[config.mk]
export PLATFORM = sky130hd
export DESIGN_NAME = cra_mem
export DESIGN_NICKNAME = d
export VERILOG_FILES = /design/src/rtl/cra_mem.sv
export SDC_FILE = /design/constraint.sdc
export NUM_CORES = 1
export LEC_CHECK = 0
export BUFFER_PORTS_ARGS = -buffer_cell sky130_fd_sc_hd__clkbuf_2
export CAP_MARGIN = 20
export CORE_MARGIN = 2
export CORE_UTILIZATION = 48
export CTS_BUF_LIST = sky130_fd_sc_hd__clkbuf_8 sky130_fd_sc_hd__clkbuf_16
export DETAILED_ROUTE_END_ITERATION = 16
export HOLD_SLACK_MARGIN = 0.15
export PLACE_DENSITY = 0.68
export SLEW_MARGIN = 30
export SYNTH_ARGS = -nofsm -noshare
export SYNTH_HDL_FRONTEND = slang
export SYNTH_SLANG_ARGS = --single-unit
[constraint.sdc]
create_clock -name clk -period 4.6 [get_ports clk]
set_input_delay 0.46 -clock clk [delete_from_list [all_inputs] [get_ports clk]]
set_output_delay 0.46 -clock clk [all_outputs]
set_load 0.02 [all_outputs]
[src/rtl/cra_mem.sv]
module cra_mem #(
  parameter int W  = 8,
  parameter int D  = 16,
  parameter int AW = 4
) (
  input  logic          clk,
  input  logic          we,
  input  logic [AW-1:0] waddr,
  input  logic [W-1:0]  wdata,
  input  logic          re,
  input  logic [AW-1:0] raddr,
  output logic [W-1:0]  rdata
);

  logic [W-1:0] mem [D];

  always_ff @(posedge clk) begin
    if (we) begin
      mem[waddr] <= wdata;
    end
    if (re) begin
      rdata <= mem[raddr];
    end
  end

endmodule

==> impl_metrics.tcl <==
set metrics [dict create \
    cts_num_sinks 136 \
    numCtsBuffers 17 \
    vdd_ir_drop_max_uv 213 \
    hp-start "wdata[5]" \
    crit_required_ps 4850 \
    p_seq_share_pct 51.3 \
    max_freq_mhz 503 \
    final.period_utilization_pct 43.2 \
    grt_use_total_pct 18.2 \
    boundaryPins 27 \
    critPathLaunchType "input port" \
    cts_setup_buffers 0 \
    die-area_um2 11700 \
    ys_ff_latch 136 \
    cellPowerDensity_nw_per_um2 455 \
    syn_area_per_cell_um2 22.8 \
    hold_viol 0 \
    clk_latency_ps 510 \
    vias 2364 \
    netlist_area_um2 5230 \
    worstMarginPinSlew_ps 899 \
    slew_headroom_pct 39.8 \
    cts.repair.resized 0 \
    io_buffers 26 \
    antenna-diode-count 0 \
    hold_end "mem[4][5]$_DFFE_PP_" \
    nNetsFinal 288 \
    clkPwrFrac_pct 44.1 \
    hpwlAfterDp_mm 5.74 \
    slowest_stage "mux4_1" \
    synth.net_count 248 \
    final_cell_mix "edfxtp_1 (136), clkbuf_2 (26), mux4_2 (18)" \
    vias_per_cell 5.63 \
    arrival_ps 2240 \
    cts_tree "yes" \
    wl_per_cell_um 22.7 \
    grt_pass1_wl_mm 14.4 \
    layout-drive-gt1-share_pct 28.6 \
    rsz0062_at_grt "false" \
    switching_share_pct 19.8 \
    final_common_cell "edfxtp_1" \
    clock_path_buffers 2 \
    fin_tns_setup_ps 0 \
    crit_path_end_kind "flip-flop" \
    ant_nets 0 \
    slowest_delay_ps 610 \
    drcViolationCount 0 \
    path_cells "clkbuf_2, buf_4, mux4_1, a22oi_1, nand2_1" \
    rows 38 \
    hold_depth 1 \
    die_h_um 108 \
    gp_congestion 0.689 \
    cts-root-buf "clkbuf_8" \
    drtPass1Iterations 4 \
    worstReg2RegEnd "rdata[6]$_DFFE_PP_" \
    switchingPower_mw 0.542 \
    path_clk_slew_ps 60 \
    initial_core_util_pct 48.6 \
    setup_violations 0 \
    grt_pass1_vias 2402 \
    area_delta_synth_final_pct 15.2 \
    whs_ps 370 \
    clock_skew_ps 6.82 \
    h-tree-depth 4 \
    critical_path_class "in2reg" \
    die_w_um 108 \
    netlist_instances 229 \
    power.leakage_nw 2.00 \
    final.min_clock_period_ps 1990 \
    reg2reg_slack_ps 3150 \
    power.internal_mw 2.20 \
    seq_area_frac_synth_pct 78.1 \
    overflow 0 \
    hold_buffers 0 \
    drt_iter0_drc 162 \
    core-area_um2 10700 \
    max_cap_viol_count 0 \
    ys_types 18 \
    antenna_found_initial 0 \
    grt_max_degree 33 \
    routed_wl_mm 9.55 \
    slew_viol_final 0 \
    r2r-start "mem[2][6]$_DFFE_PP_" \
    run_status "complete, no violations" \
    ys_warn_count 0 \
    combPwrFrac_pct 4.5 \
    hold_class "in2reg" \
    reg2regPathDepth 3 \
    cp_max_fo 19 \
]
-- power groups by stage --
stage	registers [mW]	clock network [mW]	logic, mW
final	1.41	1.21	0.124
after global routing	1.41	1.28	0.137
after CTS	1.41	1.23	0.126
after detailed placement	1.43	0	0.126
after global placement	1.43	0	0.123
after floorplan	1.44	0	0.0705
-- layer usage --
layer	vias to the layer above	part of all wire [%]	track usage, %
met5	-	0	0
met4	0	0.94	6.32
met3	6	3.9	4.76
met2	62	50	27.7
met1	1236	45	26.1
li1	1060	-	-
-- state kept, by name, indices dropped and copies added, names as in the netlist --
| register | flops |
|---|---|
| mem | 128 |
| rdata | 8 |
-- final cells by class --
class / count / area (µm²)
Fill cell: 865 / 4720
Sequential cell: 136 / 4080
Multi-Input combinational cell: 83 / 1070
Clock buffer: 17 / 414
Tap cell: 140 / 175
Timing Repair Buffer: 31 / 168
Clock inverter: 13 / 115
-- cells by family after synthesis --
kind of cell,share of synthesized area [%]
AOI/OAI and AO/OA,2.30
muxes,14.8
and+or+nand+nor,3.14
DFF,78.1
buffers and inverters,1.65
-- worst max-delay path: cells and delay by family --
kind,cells,cell delay [ps]
compound gates,1,240
simple gates,1,80
buf+inv,2,830
mux,1,610
-- per-stage QoR --
step	power [mW]	setup slack (ps)	cells	area (µm²)	utilization, %
6_report	2.74	2610	420	6020	56.1
5_1_grt	2.82	2460	420	6020	56.1
4_1_cts	2.76	2580	420	6010	56.0
3_5_place_dp	1.56	2040	390	5480	51.0
3_3_place_gp	1.55	2050	390	5480	51.0
2_1_floorplan	1.51	2650	229	5230	-
-- worst max-delay path by stage --
stage | from | endpoint | slack [ps]
5_1_grt | raddr[0] | rdata[4]$_DFFE_PP_ | 2460
6_report | raddr[0] | rdata[4]$_DFFE_PP_ | 2610
3_3_place_gp | raddr[0] | rdata[3]$_DFFE_PP_ | 2050
2_1_floorplan | waddr[2] | mem[0][0]$_DFFE_PP_ | 2650
3_5_place_dp | raddr[0] | rdata[4]$_DFFE_PP_ | 2040
4_1_cts | raddr[0] | rdata[4]$_DFFE_PP_ | 2580
-- cells in the mapped netlist --
master / number / area (µm²)
edfxtp_1: 136 / 4080
buf_6: 3 / 33.8
buf_4: 1 / 7.51
mux4_1: 14 / 368
or3b_2: 1 / 8.76
clkdlybuf4s25_2: 3 / 30.0
mux4_2: 18 / 405
and2b_1: 1 / 7.51
nand3b_1: 2 / 15.0
nor2b_1: 1 / 6.26
nand2b_1: 2 / 12.5
nand2_1: 9 / 33.8
nor3_1: 4 / 20.0
a22oi_1: 16 / 120
and2_1: 1 / 6.26
buf_2: 3 / 15.0
nor2_1: 13 / 48.8
nand3_1: 1 / 5.00
No activity file was read; power rests on OpenSTA's default activity.
